--- src/hdl/bsa_pkg.sv ---
// ----------------------------------------------------------------------------
// Bitmap slot allocator package
// Shared field widths, command and status codes, and the control and status
// bundles that pass between the controller and the datapath.
// ----------------------------------------------------------------------------
`default_nettype none

package bsa_pkg;

   // Field widths of the command, result and register ports.
   localparam int CMD_W    = 3;
   localparam int IDX_W    = 10;
   localparam int STATUS_W = 2;
   localparam int CNT_W    = 11;

   // Slot count after reset.
   localparam logic [CNT_W-1:0] CNT_RESET = 11'd1024;

   // Command codes.
   typedef enum logic [CMD_W-1:0] {
      CMD_SET        = 3'd0,
      CMD_CLEAR      = 3'd1,
      CMD_TEST       = 3'd2,
      CMD_FIND_FREE  = 3'd3,
      CMD_FIND_SET   = 3'd4,
      CMD_ALLOC_FREE = 3'd5,
      CMD_TAKE_SET   = 3'd6
   } cmd_type;

   // Result status codes.
   typedef enum logic [STATUS_W-1:0] {
      STAT_OK           = 2'd0,
      STAT_NONE_FOUND   = 2'd1,
      STAT_OUT_OF_RANGE = 2'd2
   } status_type;

   // Which result the datapath registers on the response beat.
   typedef enum logic [2:0] {
      EMIT_NONE  = 3'd0,
      EMIT_BIT   = 3'd1,
      EMIT_FOUND = 3'd2,
      EMIT_MISS  = 3'd3,
      EMIT_ECHO  = 3'd4
   } emit_type;

   // Commands from the controller to the datapath.
   typedef struct packed {
      logic     latch;
      logic     scan_init;
      logic     scan_step;
      logic     hit_capture;
      logic     div;
      logic     rd_idx;
      emit_type emit;
   } ctl_type;

   // Status from the datapath to the controller.
   typedef struct packed {
      logic oor;
      logic hit;
      logic last;
   } sts_type;

endpackage

`default_nettype wire

--- src/hdl/bsa_ctrl.sv ---
// ----------------------------------------------------------------------------
// Bitmap slot allocator controller
// Sequences one command at a time: index split and read-modify-write for the
// named-bit commands, a one-word-per-cycle scan for searches, else an echo.
// ----------------------------------------------------------------------------
`default_nettype none

module bsa_ctrl (
   input  wire logic                        clock,
   input  wire logic                        reset,
   input  wire logic                        start,
   input  wire logic [bsa_pkg::CMD_W-1:0]   req_cmd,
   input  wire bsa_pkg::sts_type            sts,
   output bsa_pkg::ctl_type                 ctl,
   output logic                             busy
);

   import bsa_pkg::*;

   typedef enum logic [6:0] {
      ST_IDLE   = 7'b0000001,
      ST_DIV    = 7'b0000010,
      ST_RDIDX  = 7'b0000100,
      ST_MODIFY = 7'b0001000,
      ST_SCAN   = 7'b0010000,
      ST_FOUND  = 7'b0100000,
      ST_ECHO   = 7'b1000000
   } state_type;

   state_type state_ff;
   state_type state_in;

   // Next state and datapath commands.
   always_comb begin
      state_in = state_ff;
      ctl      = '0;
      ctl.emit = EMIT_NONE;
      case (state_ff)
         ST_IDLE: begin
            if (start) begin
               ctl.latch = 1'b1;
               if (req_cmd inside {CMD_SET, CMD_CLEAR, CMD_TEST}) begin
                  state_in = ST_DIV;
               end else if (req_cmd inside {CMD_FIND_FREE, CMD_FIND_SET,
                                            CMD_ALLOC_FREE, CMD_TAKE_SET}) begin
                  ctl.scan_init = 1'b1;
                  state_in      = ST_SCAN;
               end else begin
                  state_in = ST_ECHO;
               end
            end
         end
         ST_DIV: begin
            // An index at or above the count answers at once and touches nothing.
            if (sts.oor) begin
               ctl.emit = EMIT_ECHO;
               state_in = ST_IDLE;
            end else begin
               ctl.div  = 1'b1;
               state_in = ST_RDIDX;
            end
         end
         ST_RDIDX: begin
            ctl.rd_idx = 1'b1;
            state_in   = ST_MODIFY;
         end
         ST_MODIFY: begin
            ctl.emit = EMIT_BIT;
            state_in = ST_IDLE;
         end
         ST_SCAN: begin
            if (sts.hit) begin
               ctl.hit_capture = 1'b1;
               state_in        = ST_FOUND;
            end else if (sts.last) begin
               ctl.emit = EMIT_MISS;
               state_in = ST_IDLE;
            end else begin
               ctl.scan_step = 1'b1;
            end
         end
         ST_FOUND: begin
            ctl.emit = EMIT_FOUND;
            state_in = ST_IDLE;
         end
         ST_ECHO: begin
            ctl.emit = EMIT_ECHO;
            state_in = ST_IDLE;
         end
         default: begin
            state_in = ST_IDLE;
         end
      endcase
   end

   // State register.
   always_ff @(posedge clock) begin
      if (reset) begin
         state_ff <= ST_IDLE;
      end else begin
         state_ff <= state_in;
      end
   end

   assign busy = (state_ff != ST_IDLE);

   // A result beat always returns the controller to idle.
   a_emit_to_idle: assert property (@(posedge clock) disable iff (reset)
      (ctl.emit != EMIT_NONE) |=> (state_ff == ST_IDLE))
      else $error("controller did not return to idle after a result");

   // The scan only advances on a word that neither hit nor ended the scan.
   a_step_clean: assert property (@(posedge clock) disable iff (reset)
      ctl.scan_step |-> (!sts.hit && !sts.last))
      else $error("scan advanced past a hit or the last word");

   // Exactly one state bit is set at all times.
   a_state_onehot: assert property (@(posedge clock) disable iff (reset)
      $onehot(state_ff))
      else $error("controller state is not one-hot");

endmodule

`default_nettype wire

--- src/hdl/bsa_datapath.sv ---
// ----------------------------------------------------------------------------
// Bitmap slot allocator datapath
// Flag memory with per-word valid bits, slot count register, index split,
// word scan with lowest-bit select, and the response registers.
// ----------------------------------------------------------------------------
`default_nettype none

module bsa_datapath #(
   parameter int MAX_SLOTS = 1024,
   parameter int WORD_BITS = 32
) (
   input  wire logic                          clock,
   input  wire logic                          reset,
   input  wire bsa_pkg::ctl_type              ctl,
   output bsa_pkg::sts_type                   sts,
   input  wire logic [bsa_pkg::CMD_W-1:0]     req_cmd,
   input  wire logic [bsa_pkg::IDX_W-1:0]     req_slot_index,
   input  wire logic                          csr_wr_en,
   input  wire logic [bsa_pkg::CNT_W-1:0]     csr_wr_data,
   output logic                               rsp_strobe,
   output logic [bsa_pkg::IDX_W-1:0]          rsp_found_index,
   output logic [bsa_pkg::STATUS_W-1:0]       rsp_status,
   output logic                               rsp_bit_value
);

   import bsa_pkg::*;

   localparam int WORD_COUNT = (MAX_SLOTS + WORD_BITS - 1) / WORD_BITS;
   localparam int AW  = (WORD_COUNT > 1) ? $clog2(WORD_COUNT) : 1;
   localparam int BW  = $clog2(WORD_BITS);
   localparam int CW1 = $clog2(MAX_SLOTS + 2 * WORD_BITS + 1);
   localparam int XW  = (CW1 > CNT_W) ? CW1 : CNT_W;
   // Reciprocal for the index split: exact floor(idx / WORD_BITS) for any
   // IDX_W-bit index when the shift is IDX_W + BW.
   localparam int K   = IDX_W + BW;
   localparam int PW  = IDX_W + BW + 2;
   localparam int MW  = PW + IDX_W;
   localparam int QW  = AW + BW + 1;
   localparam logic [PW-1:0] RECIP = PW'(((1 << K) + WORD_BITS - 1) / WORD_BITS);

   // Latched command.
   logic [CMD_W-1:0]     cmd_ff;
   logic [IDX_W-1:0]     idx_ff;
   logic                 oor_ff;
   logic [CNT_W-1:0]     slot_count_ff;

   // Index split.
   logic [AW-1:0]        q_ff;
   logic [AW-1:0]        q_in;
   logic [BW-1:0]        bit_ff;
   logic [BW-1:0]        bit_in;
   logic [MW-1:0]        prod;
   logic [MW-1:0]        q_shift;
   logic [QW-1:0]        qwb;

   // Scan.
   logic [AW-1:0]        cur_word_ff;
   logic [XW-1:0]        base_ff;
   logic [BW-1:0]        bitpos_ff;
   logic [WORD_BITS-1:0] wr_word_ff;

   // Flag memory.
   logic [WORD_BITS-1:0] mem [WORD_COUNT];
   logic [WORD_COUNT-1:0] valid_ff;
   logic [WORD_BITS-1:0] rd_data_ff;
   logic                 rd_valid_ff;
   logic [AW-1:0]        rd_addr;
   logic                 wr_en;
   logic [AW-1:0]        wr_addr;
   logic [WORD_BITS-1:0] wr_data;

   // Response registers.
   logic                 rsp_strobe_ff;
   logic [IDX_W-1:0]     rsp_found_ff;
   logic [STATUS_W-1:0]  rsp_status_ff;
   logic                 rsp_bit_ff;

   logic [XW-1:0]        active_cnt;
   logic                 oor_in;
   logic [WORD_BITS-1:0] word;
   logic [XW-1:0]        rem_cnt;
   logic [WORD_BITS-1:0] lim_mask;
   logic                 want;
   logic [WORD_BITS-1:0] cand;
   logic [WORD_BITS-1:0] lowbit;
   logic [BW-1:0]        enc;
   logic [WORD_BITS-1:0] onehot;
   logic [XW-1:0]        found_sum;
   logic                 is_idx_cmd;

   // Active slot count, clamped to the built capacity.
   assign active_cnt = (XW'(slot_count_ff) > XW'(MAX_SLOTS)) ? XW'(MAX_SLOTS)
                                                             : XW'(slot_count_ff);

   // Range check for the named-bit commands is done on the accepted beat.
   assign is_idx_cmd = (req_cmd == CMD_SET) || (req_cmd == CMD_CLEAR) ||
                       (req_cmd == CMD_TEST);
   assign oor_in     = is_idx_cmd && (XW'(req_slot_index) >= active_cnt);

   // Index split: quotient by reciprocal, remainder from the low bits.
   assign prod    = MW'(idx_ff) * MW'(RECIP);
   assign q_shift = prod >> K;
   assign q_in    = q_shift[AW-1:0];
   assign qwb     = QW'(q_ff) * QW'(WORD_BITS);
   assign bit_in  = idx_ff[BW-1:0] - qwb[BW-1:0];

   // Word as read, with never-written words reading as zero.
   assign word = rd_valid_ff ? rd_data_ff : '0;

   // Mask of the bits of the current word that lie below the count.
   assign rem_cnt = active_cnt - base_ff;
   always_comb begin
      if (active_cnt <= base_ff) begin
         lim_mask = '0;
      end else if (rem_cnt >= XW'(WORD_BITS)) begin
         lim_mask = {WORD_BITS{1'b1}};
      end else begin
         lim_mask = (WORD_BITS'(1) << rem_cnt[BW-1:0]) - WORD_BITS'(1);
      end
   end

   // Lowest candidate bit of the current word.
   assign want   = (cmd_ff == CMD_FIND_SET) || (cmd_ff == CMD_TAKE_SET);
   assign cand   = (want ? word : ~word) & lim_mask;
   assign lowbit = cand & (~cand + WORD_BITS'(1));

   always_comb begin
      enc = '0;
      for (int b = 0; b < WORD_BITS; b++) begin
         if (lowbit[b]) begin
            enc = enc | BW'(b);
         end
      end
   end

   assign sts.oor  = oor_ff;
   assign sts.hit  = |cand;
   assign sts.last = ((base_ff + XW'(WORD_BITS)) >= active_cnt) ||
                     (cur_word_ff == AW'(WORD_COUNT - 1));

   // Read address: word zero on scan start, next word on a step, split index.
   always_comb begin
      if (ctl.rd_idx) begin
         rd_addr = q_ff;
      end else if (ctl.scan_step) begin
         rd_addr = cur_word_ff + AW'(1);
      end else begin
         rd_addr = '0;
      end
   end

   // Write-back for set, clear, allocate and take.
   assign onehot    = WORD_BITS'(1) << bit_ff;
   assign found_sum = base_ff + XW'(bitpos_ff);
   always_comb begin
      wr_en   = 1'b0;
      wr_addr = q_ff;
      wr_data = (cmd_ff == CMD_SET) ? (word | onehot) : (word & ~onehot);
      if (ctl.emit == EMIT_BIT) begin
         wr_en = (cmd_ff == CMD_SET) || (cmd_ff == CMD_CLEAR);
      end else if (ctl.emit == EMIT_FOUND) begin
         wr_en   = (cmd_ff == CMD_ALLOC_FREE) || (cmd_ff == CMD_TAKE_SET);
         wr_addr = cur_word_ff;
         wr_data = wr_word_ff;
      end
   end

   // Flag memory array with registered read.
   always_ff @(posedge clock) begin
      if (wr_en) begin
         mem[wr_addr] <= wr_data;
      end
      rd_data_ff <= mem[rd_addr];
   end

   // Per-word valid bits, cleared at reset.
   always_ff @(posedge clock) begin
      if (reset) begin
         valid_ff    <= '0;
         rd_valid_ff <= 1'b0;
      end else begin
         if (wr_en) begin
            valid_ff[wr_addr] <= 1'b1;
         end
         rd_valid_ff <= valid_ff[rd_addr];
      end
   end

   // Slot count register.
   always_ff @(posedge clock) begin
      if (reset) begin
         slot_count_ff <= CNT_RESET;
      end else if (csr_wr_en) begin
         slot_count_ff <= csr_wr_data;
      end
   end

   // Command latch and range flag.
   always_ff @(posedge clock) begin
      if (reset) begin
         oor_ff <= 1'b0;
      end else if (ctl.latch) begin
         oor_ff <= oor_in;
      end
   end

   always_ff @(posedge clock) begin
      if (ctl.latch) begin
         cmd_ff <= req_cmd;
         idx_ff <= req_slot_index;
      end
      if (ctl.div) begin
         q_ff <= q_in;
      end
      if (ctl.rd_idx) begin
         bit_ff <= bit_in;
      end
   end

   // Scan position and captured hit.
   always_ff @(posedge clock) begin
      if (ctl.scan_init) begin
         cur_word_ff <= '0;
         base_ff     <= '0;
      end else if (ctl.scan_step) begin
         cur_word_ff <= cur_word_ff + AW'(1);
         base_ff     <= base_ff + XW'(WORD_BITS);
      end
      if (ctl.hit_capture) begin
         bitpos_ff  <= enc;
         wr_word_ff <= word ^ lowbit;
      end
   end

   // Response beat.
   always_ff @(posedge clock) begin
      if (reset) begin
         rsp_strobe_ff <= 1'b0;
      end else begin
         rsp_strobe_ff <= (ctl.emit != EMIT_NONE);
      end
   end

   always_ff @(posedge clock) begin
      case (ctl.emit)
         EMIT_BIT: begin
            rsp_found_ff  <= idx_ff;
            rsp_status_ff <= STAT_OK;
            rsp_bit_ff    <= word[bit_ff];
         end
         EMIT_FOUND: begin
            rsp_found_ff  <= found_sum[IDX_W-1:0];
            rsp_status_ff <= STAT_OK;
            rsp_bit_ff    <= 1'b0;
         end
         EMIT_MISS: begin
            rsp_found_ff  <= '0;
            rsp_status_ff <= STAT_NONE_FOUND;
            rsp_bit_ff    <= 1'b0;
         end
         EMIT_ECHO: begin
            rsp_found_ff  <= idx_ff;
            rsp_status_ff <= oor_ff ? STAT_OUT_OF_RANGE : STAT_OK;
            rsp_bit_ff    <= 1'b0;
         end
         default: begin
            rsp_found_ff  <= rsp_found_ff;
            rsp_status_ff <= rsp_status_ff;
            rsp_bit_ff    <= rsp_bit_ff;
         end
      endcase
   end

   assign rsp_strobe      = rsp_strobe_ff;
   assign rsp_found_index = rsp_found_ff;
   assign rsp_status      = rsp_status_ff;
   assign rsp_bit_value   = rsp_bit_ff;

   // An out-of-range command never writes the bitmap.
   a_no_oor_write: assert property (@(posedge clock) disable iff (reset)
      wr_en |-> !oor_ff)
      else $error("bitmap written by an out-of-range command");

   // Writes stay inside the flag memory.
   a_wr_in_range: assert property (@(posedge clock) disable iff (reset)
      wr_en |-> (32'(wr_addr) < WORD_COUNT))
      else $error("flag memory write beyond its depth");

   // Result beats are never back to back: every result state returns to idle, which emits nothing.
   a_strobe_gap: assert property (@(posedge clock) disable iff (reset)
      rsp_strobe_ff |=> !rsp_strobe_ff)
      else $error("two result beats in consecutive cycles");

   // A captured hit always lies below the slot count.
   a_hit_below_count: assert property (@(posedge clock) disable iff (reset)
      ctl.hit_capture |=> (found_sum < active_cnt))
      else $error("search hit at or above the slot count");

endmodule

`default_nettype wire

--- src/hdl/bitmap_slot_allocator_unit.sv ---
// ----------------------------------------------------------------------------
// Bitmap slot allocator unit
// Slot flag bitmap with set, clear, test, find-first, allocate and take commands.
//
//   Channel   Ports                                            Direction
//   command   start, busy, req_cmd, req_slot_index             in (busy out)
//   result    rsp_strobe, rsp_found_index, rsp_status,         out
//             rsp_bit_value
//   register  csr_wr_en, csr_wr_data (slot count)              in
//
// A command beat is taken when start is high and busy is low; one result
// beat follows on rsp_strobe for a single cycle and cannot be stalled.
// Set, clear and test split the index and read the word, which set and clear
// then write back; an out-of-range index or an unknown command is echoed.
// Searches read one flag word per cycle through the memory's single read
// port and stop at the first hit or after the last word below the slot count,
// scanning at least one.
// Reset is synchronous; the bitmap reads as all clear through per-word
// valid bits, so no clearing pass is needed.
// ----------------------------------------------------------------------------
`default_nettype none

module bitmap_slot_allocator_unit #(
   parameter int MAX_SLOTS = 1024,
   parameter int WORD_BITS = 32
) (
   input  wire logic                          clock,
   input  wire logic                          reset,
   input  wire logic                          start,
   output logic                               busy,
   input  wire logic [bsa_pkg::CMD_W-1:0]     req_cmd,
   input  wire logic [bsa_pkg::IDX_W-1:0]     req_slot_index,
   output logic                               rsp_strobe,
   output logic [bsa_pkg::IDX_W-1:0]          rsp_found_index,
   output logic [bsa_pkg::STATUS_W-1:0]       rsp_status,
   output logic                               rsp_bit_value,
   input  wire logic                          csr_wr_en,
   input  wire logic [bsa_pkg::CNT_W-1:0]     csr_wr_data
);

   import bsa_pkg::*;

   ctl_type ctl;
   sts_type sts;

   // Command sequencer.
   bsa_ctrl u_ctrl (
      .clock   (clock),
      .reset   (reset),
      .start   (start),
      .req_cmd (req_cmd),
      .sts     (sts),
      .ctl     (ctl),
      .busy    (busy)
   );

   // Flag memory, search and response logic.
   bsa_datapath #(
      .MAX_SLOTS (MAX_SLOTS),
      .WORD_BITS (WORD_BITS)
   ) u_datapath (
      .clock           (clock),
      .reset           (reset),
      .ctl             (ctl),
      .sts             (sts),
      .req_cmd         (req_cmd),
      .req_slot_index  (req_slot_index),
      .csr_wr_en       (csr_wr_en),
      .csr_wr_data     (csr_wr_data),
      .rsp_strobe      (rsp_strobe),
      .rsp_found_index (rsp_found_index),
      .rsp_status      (rsp_status),
      .rsp_bit_value   (rsp_bit_value)
   );

endmodule

`default_nettype wire

--- config.mk ---
export PLATFORM = sky130hd
export DESIGN_NAME = bitmap_slot_allocator_unit
export DESIGN_NICKNAME = d
export VERILOG_FILES = /design/src/hdl/bsa_pkg.sv /design/src/hdl/bsa_ctrl.sv /design/src/hdl/bsa_datapath.sv /design/src/hdl/bitmap_slot_allocator_unit.sv
export SDC_FILE = /design/constraint.sdc
export NUM_CORES = 2
export LEC_CHECK = 0
export BUFFER_PORTS_ARGS = -buffer_cell sky130_fd_sc_hd__buf_2
export CORE_MARGIN = 2
export CORE_UTILIZATION = 45
export DETAILED_ROUTE_END_ITERATION = 10
export HOLD_SLACK_MARGIN = 0.06
export PLACE_DENSITY = 0.64
export SLEW_MARGIN = 5
export SYNTH_ARGS = -nofsm -noshare
export SYNTH_HDL_FRONTEND = slang
export SYNTH_HIERARCHICAL = 1
export SYNTH_SLANG_ARGS = --single-unit
--- constraint.sdc ---
create_clock -name clock -period 20.7 [get_ports clock]
set_clock_uncertainty 0.15 [all_clocks]
set_input_delay 3.105 -clock clock [delete_from_list [all_inputs] [get_ports clock]]
set_output_delay 3.105 -clock clock [all_outputs]
set_load 0.05 [all_outputs]
Word-level counts from Yosys, hierarchy flattened
Memories as Yosys holds them, arrays and structs flattened. A register that Yosys moved wholly into a read port is not among the register bits.
Cells that the tools add are included.

storage, ports and cells
  logic and storage cells = 186
  ROM bits = 0
  bits in latches = 0
  memories = 1
  input bits = 28
  output and inout port bits = 15
  RAM bits = 1024
  flip-flop bits (word level) = 142

operators by class
  multiplexer cells = 84
  divide/modulo/power cells = 0
  reduce and logical (&&, ||, !) cells = 29
  multipliers = 0
  magnitude comparators = 9
  eq/ne operators = 25
  $add $sub $neg = 6
  shift operators = 2
  bitwise logic cells = 9

memories
  name            words  bits a word  read ports  clocked after memory_dff  wr ports  RTL line            source
  u_datapath.mem  32     32           1           1                         1         bsa_datapath.sv:63  logic [WORD_BITS-1:0] mem [WORD_COUNT];

operator list
  operator                                                                       count
  32-bit two-way mux                                                             9
  32-bit bitwise AND                                                             3
  32-bit inverter                                                                3
  32-bit OR                                                                      2
  1-bit by 5-bit left shift with 32-bit output (first input constant)            2
  11-bit two-way mux                                                             5
  7-bit two-way mux                                                              5
  3-bit two-way mux                                                              11
  32-bit by 1-bit adder with 32-bit output (second input constant)               1
  4-bit two-way mux                                                              8
  32-bit OR reduction                                                            1
  32-bit by 2-bit subtractor with 32-bit output (second input constant)          1
  32-bit bitwise XOR                                                             1
  5-bit two-way mux                                                              6
  10-bit case mux with 3 select lines                                            1
  7-bit case mux with 4 select lines                                             1
  2-bit two-way mux                                                              11
  3-bit equality test (second input constant)                                    7
  1-bit two-way mux                                                              21
  5-bit by 6-bit less-than comparator with 1-bit output (second input constant)  3
  16-bit OR reduction                                                            1
  3-bit case mux with 5 select lines                                             1
  3-bit by 2-bit equality test with 1-bit output (second input constant)         4
  3-bit nonzero test                                                             4
  other kinds (36)                                                               52

Longest topological paths before layout
  word-level depth = 37
  mapped depth = 33
  depth with buffers taken out = 26

Hierarchy
The synthesis kept the hierarchy.

modules (own cells, without submodules)
  module        cells each  area each (um^2)  instances
  bsa_datapath  3091        49446.2           1
  bsa_ctrl      57          516.7             1

Least setup slack after synthesis
OpenSTA, ideal clock, no wires.

  path kind = register -> register
  from = register u_datapath.slot_count_ff[10]
  to = memory u_datapath.mem[16][0] (enable)
  path slack = 12416 ps
  library setup time = 423 ps
  arrival time = 7711 ps
  period minus slack after synthesis = 8284 ps
  data required time = 20127 ps
  stages on the path, launching flop included = 31
  cells stage by stage = dfxtp_1 -> clkbuf_1 -> buf_2 -> inv_1 -> buf_1 -> nand2_1 -> ha_1 -> inv_1 -> fa_1 -> xor2_1 -> a2111oi_4 -> nand2_1 -> buf_6 -> buf_4 -> o31ai_1 -> nand4_2 -> nor3b_2 -> a31oi_1 -> inv_1 -> nand2_1 -> and2b_1 -> nand2_1 -> mux2_2 -> nor3b_1 -> clkbuf_1 -> nand2b_1 -> nor2_1 -> clkbuf_1 -> a21oi_1 -> or2_2 -> nor2_1

RTL lines
  item                    RTL line             source
  from (decl)             bsa_datapath.sv:45   logic [CNT_W-1:0] slot_count_ff;
  from (signal assigned)  bsa_datapath.sv:194  slot_count_ff <= csr_wr_data;
  to (decl)               bsa_datapath.sv:63

==> flow_summary.ini <==
[outcome]
outcome = finished clean

[sta]
rsz0062_at_grt = no
tightest_slew_ns = 1.331
maxSlewHeadroom_pct = 11.25
setup_viol = 0
hold_violations = 0
tns_ns = 0
fin_crit_ns = 10.77
post-route-period-util_pct = 52.02
slew_violations = 0
fmaxAchievable_mhz = 92.86

[clock_network]
cts_tree = done
clk_pin_slew_ns = 0.06
insertion_delay_ns = 0.71
cts_resized = 0
clock-sinks = 1193
cts_root_buffer = clkbuf_16
hold_buffers = 0
cts_buffer_depth = 3
post_cts_buffers = 0
cts_buffers = 117
ctsHtreeMaxLevel = 3

[pwr]
ir_worst_vdd_mv = 0.07378
leakage_uw = 0.01713
powerDensity_mw_per_mm2 = 87.11

[hold_path]
min_path_type = reg -> reg
hold_depth = 2

[worst_setup_path]
critPathMaxStageDelay_ns = 0.94
cp_max_fo = 95
slowest_stage = dfxtp_1
required_ns = 21.10
path_class = reg -> reg
cp-end-kind = flip-flop
cp.arrival_ns = 11.17
startpoint_type = flip-flop
reg2reg_depth = 29

[route]
vias = 28650
ant_nets = 0
routed_via_density = 5.978
routed_wire_length_per_instance_microns = 27.58
drt_iter0_drc = 3824
firstDrtPassIters = 6
route.detailed.drc = 0
wl_microns = 132200

[yosys]
synth_cell_types = 93
yosysTopAreaCellShare_pct = 65.93
ys_seq_elements = 1193
syn_nets = 3204
async_reset_ff_share_pct = 0
synth_cells = 3148
synth.most_common_cell = edfxtp_1
synth_edf_count = 1097
syn_area_sq_mm = 0.04996
syn_avg_cell_area_sq_um = 15.87
synth.area.top_cells = edfxtp_1 66%, mux4_2 12%, dfxtp_1 3.8%
synth_ff_type = edfxtp_1
synthTopCellsByCount = 1097 x edfxtp_1, 437 x nand2_1, 272 x mux4_2
ys_seq_area_share_pct = 69.78
yosysWarnings = 6
synth_top_cell_by_area = edfxtp_1

[flow_run]
drv_cap = 0

[global_route]
grt_pass1_vias = 28020
busiest_layer = met2
use_met3_pct = 3.487
met2_usage_pct = 36.94
gr-total-overflow = 0
track_usage_pct = 23.49
grt_pass1_wl_microns = 193000
antenna_found_initial = 2
grt_start_max_net_pins = 134
met1_usage_pct = 33.45

[finish]
n_fill_cell = 8924
drive_gt1_share_pct = 21.37
antennaDiodeCount = 0
syn2layout_area_growth_pct = 12.86
fin_area_sq_mm = 0.05639
nets = 3257

[place]
place.gp.congestion = 0.9433
io_buffers = 42
placed_cell_area_sq_mm = 0.05239
hpwl_microns = 70770

[floorplan]
fp-row-count = 122
die_x_microns = 337.2
die_h_microns = 337.2
ios = 43
core_area_sq_mm = 0.1104
die-area_sq_mm = 0.1137
start_util_pct = 45.27
==> through the flow <==
step	hold slack (ns)	cells	total power (uW)	util [%]	setup slack (ns)
6_report	0.3175	4792	4912	51.09	9.932
3_3_place_gp	0.2950	4570	2796	47.47	10.15
2_1_floorplan	0.2848	3148	2756	-	12.42
4_1_cts	0.3194	4792	4942	51.09	9.849
5_1_grt	0.3300	4792	5053	51.09	8.967
3_5_place_dp	0.3029	4570	2795	47.47	9.904
==> worst max-delay path, delay by kind of cell (launching register included) <==
kind | cells | cell delay (ns)
fa+ha+maj | 2 | 0.62
buf+inv | 9 | 4.35
mux | 1 | 0.58
simple gates | 9 | 1.78
flops | 1 | 0.94
compound gates | 8 | 1.96
==> flip-flops by register name, indices dropped and copies added (netlist names), 6 cells and up <==
register,cells
u_datapath/mem,1024
u_datapath/valid_ff,32
u_datapath/wr_word_ff,32
u_ctrl/state_ff,7
u_datapath/base_ff,6
u_datapath/idx_ff,10
u_datapath/rd_data_ff,32
u_datapath/rsp_found_index,10
u_datapath/slot_count_ff,11
==> placed cells by master, fill, tap and decap left out, drive strengths merged, types with 57 or more instances in the layout <==
| cell type | instances |
|---|---|
| nand2 | 439 |
| a21oi | 66 |
| mux4 | 272 |
| edfxtp | 1097 |
| clkbuf | 179 |
| buf | 120 |
| o21ai | 110 |
| nor2 | 213 |
| xnor2 | 57 |
| nand3 | 187 |
| dfxtp | 96 |
==> power breakdown <==
| group | switching, uW | leakage (uW) | internal, uW | total (uW) |
|---|---|---|---|---|
| registers | 8.98 | 0.00986 | 2600 | 2610 |
| logic | 90.2 | 0.00529 | 44.2 | 134 |
| clock network | 897 | 0.00197 | 1270 | 2160 |
==> cells by family (layout without fill, tap and decap cells) <==
kind of cell             after synthesis  count (layout)  synth area share [%]
flip-flops                          1193            1193                 69.78
AND/OR/NAND/NOR                     1022            1022                 9.351
AO/OA/AOI/OAI                        311             311                 4.145
multiplexers                         309             309                 13.03
buffers and inverters                210             366                 1.665
XOR/XNOR                              75              75                 1.315
adder cells (fa/ha/maj)               28              28                0.7162
==> area by class of cell <==
type | count | area, sq um | area share [%]
clock buffers | 179 | 3505 | 6.215
well taps | 1488 | 1862 | 3.302
flip-flops and latches | 1193 | 34860 | 61.83
inverters | 24 | 90.09 | 0.1598
multi-input cells | 1745 | 14730 | 26.13
clock inverters | 43 | 490.5 | 0.8698
repair buffers | 120 | 845.8 | 1.500
==> final timing paths <==
check	from	end	slack, ns
max	u_datapath/slot_count_ff[10]	u_datapath/rd_data_ff[3]	9.93
min	u_datapath/valid_ff[27]	u_datapath/valid_ff[27]	0.32
max reg2reg	u_datapath/slot_count_ff[10]	u_datapath/rd_data_ff[3]	9.93
min reg2reg	u_datapath/valid_ff[27]	u_datapath/valid_ff[27]	0.32
==> metal layers <==
| layer | share of wire [%] | up-vias |
|---|---|---|
| met5 | 0 | - |
| met4 | 3.5 | 0 |
| met3 | 8.1 | 190 |
| met2 | 47 | 1294 |
| met1 | 42 | 14800 |
| li1 | - | 12360 |
No activity file was read; power rests on OpenSTA's default activity.
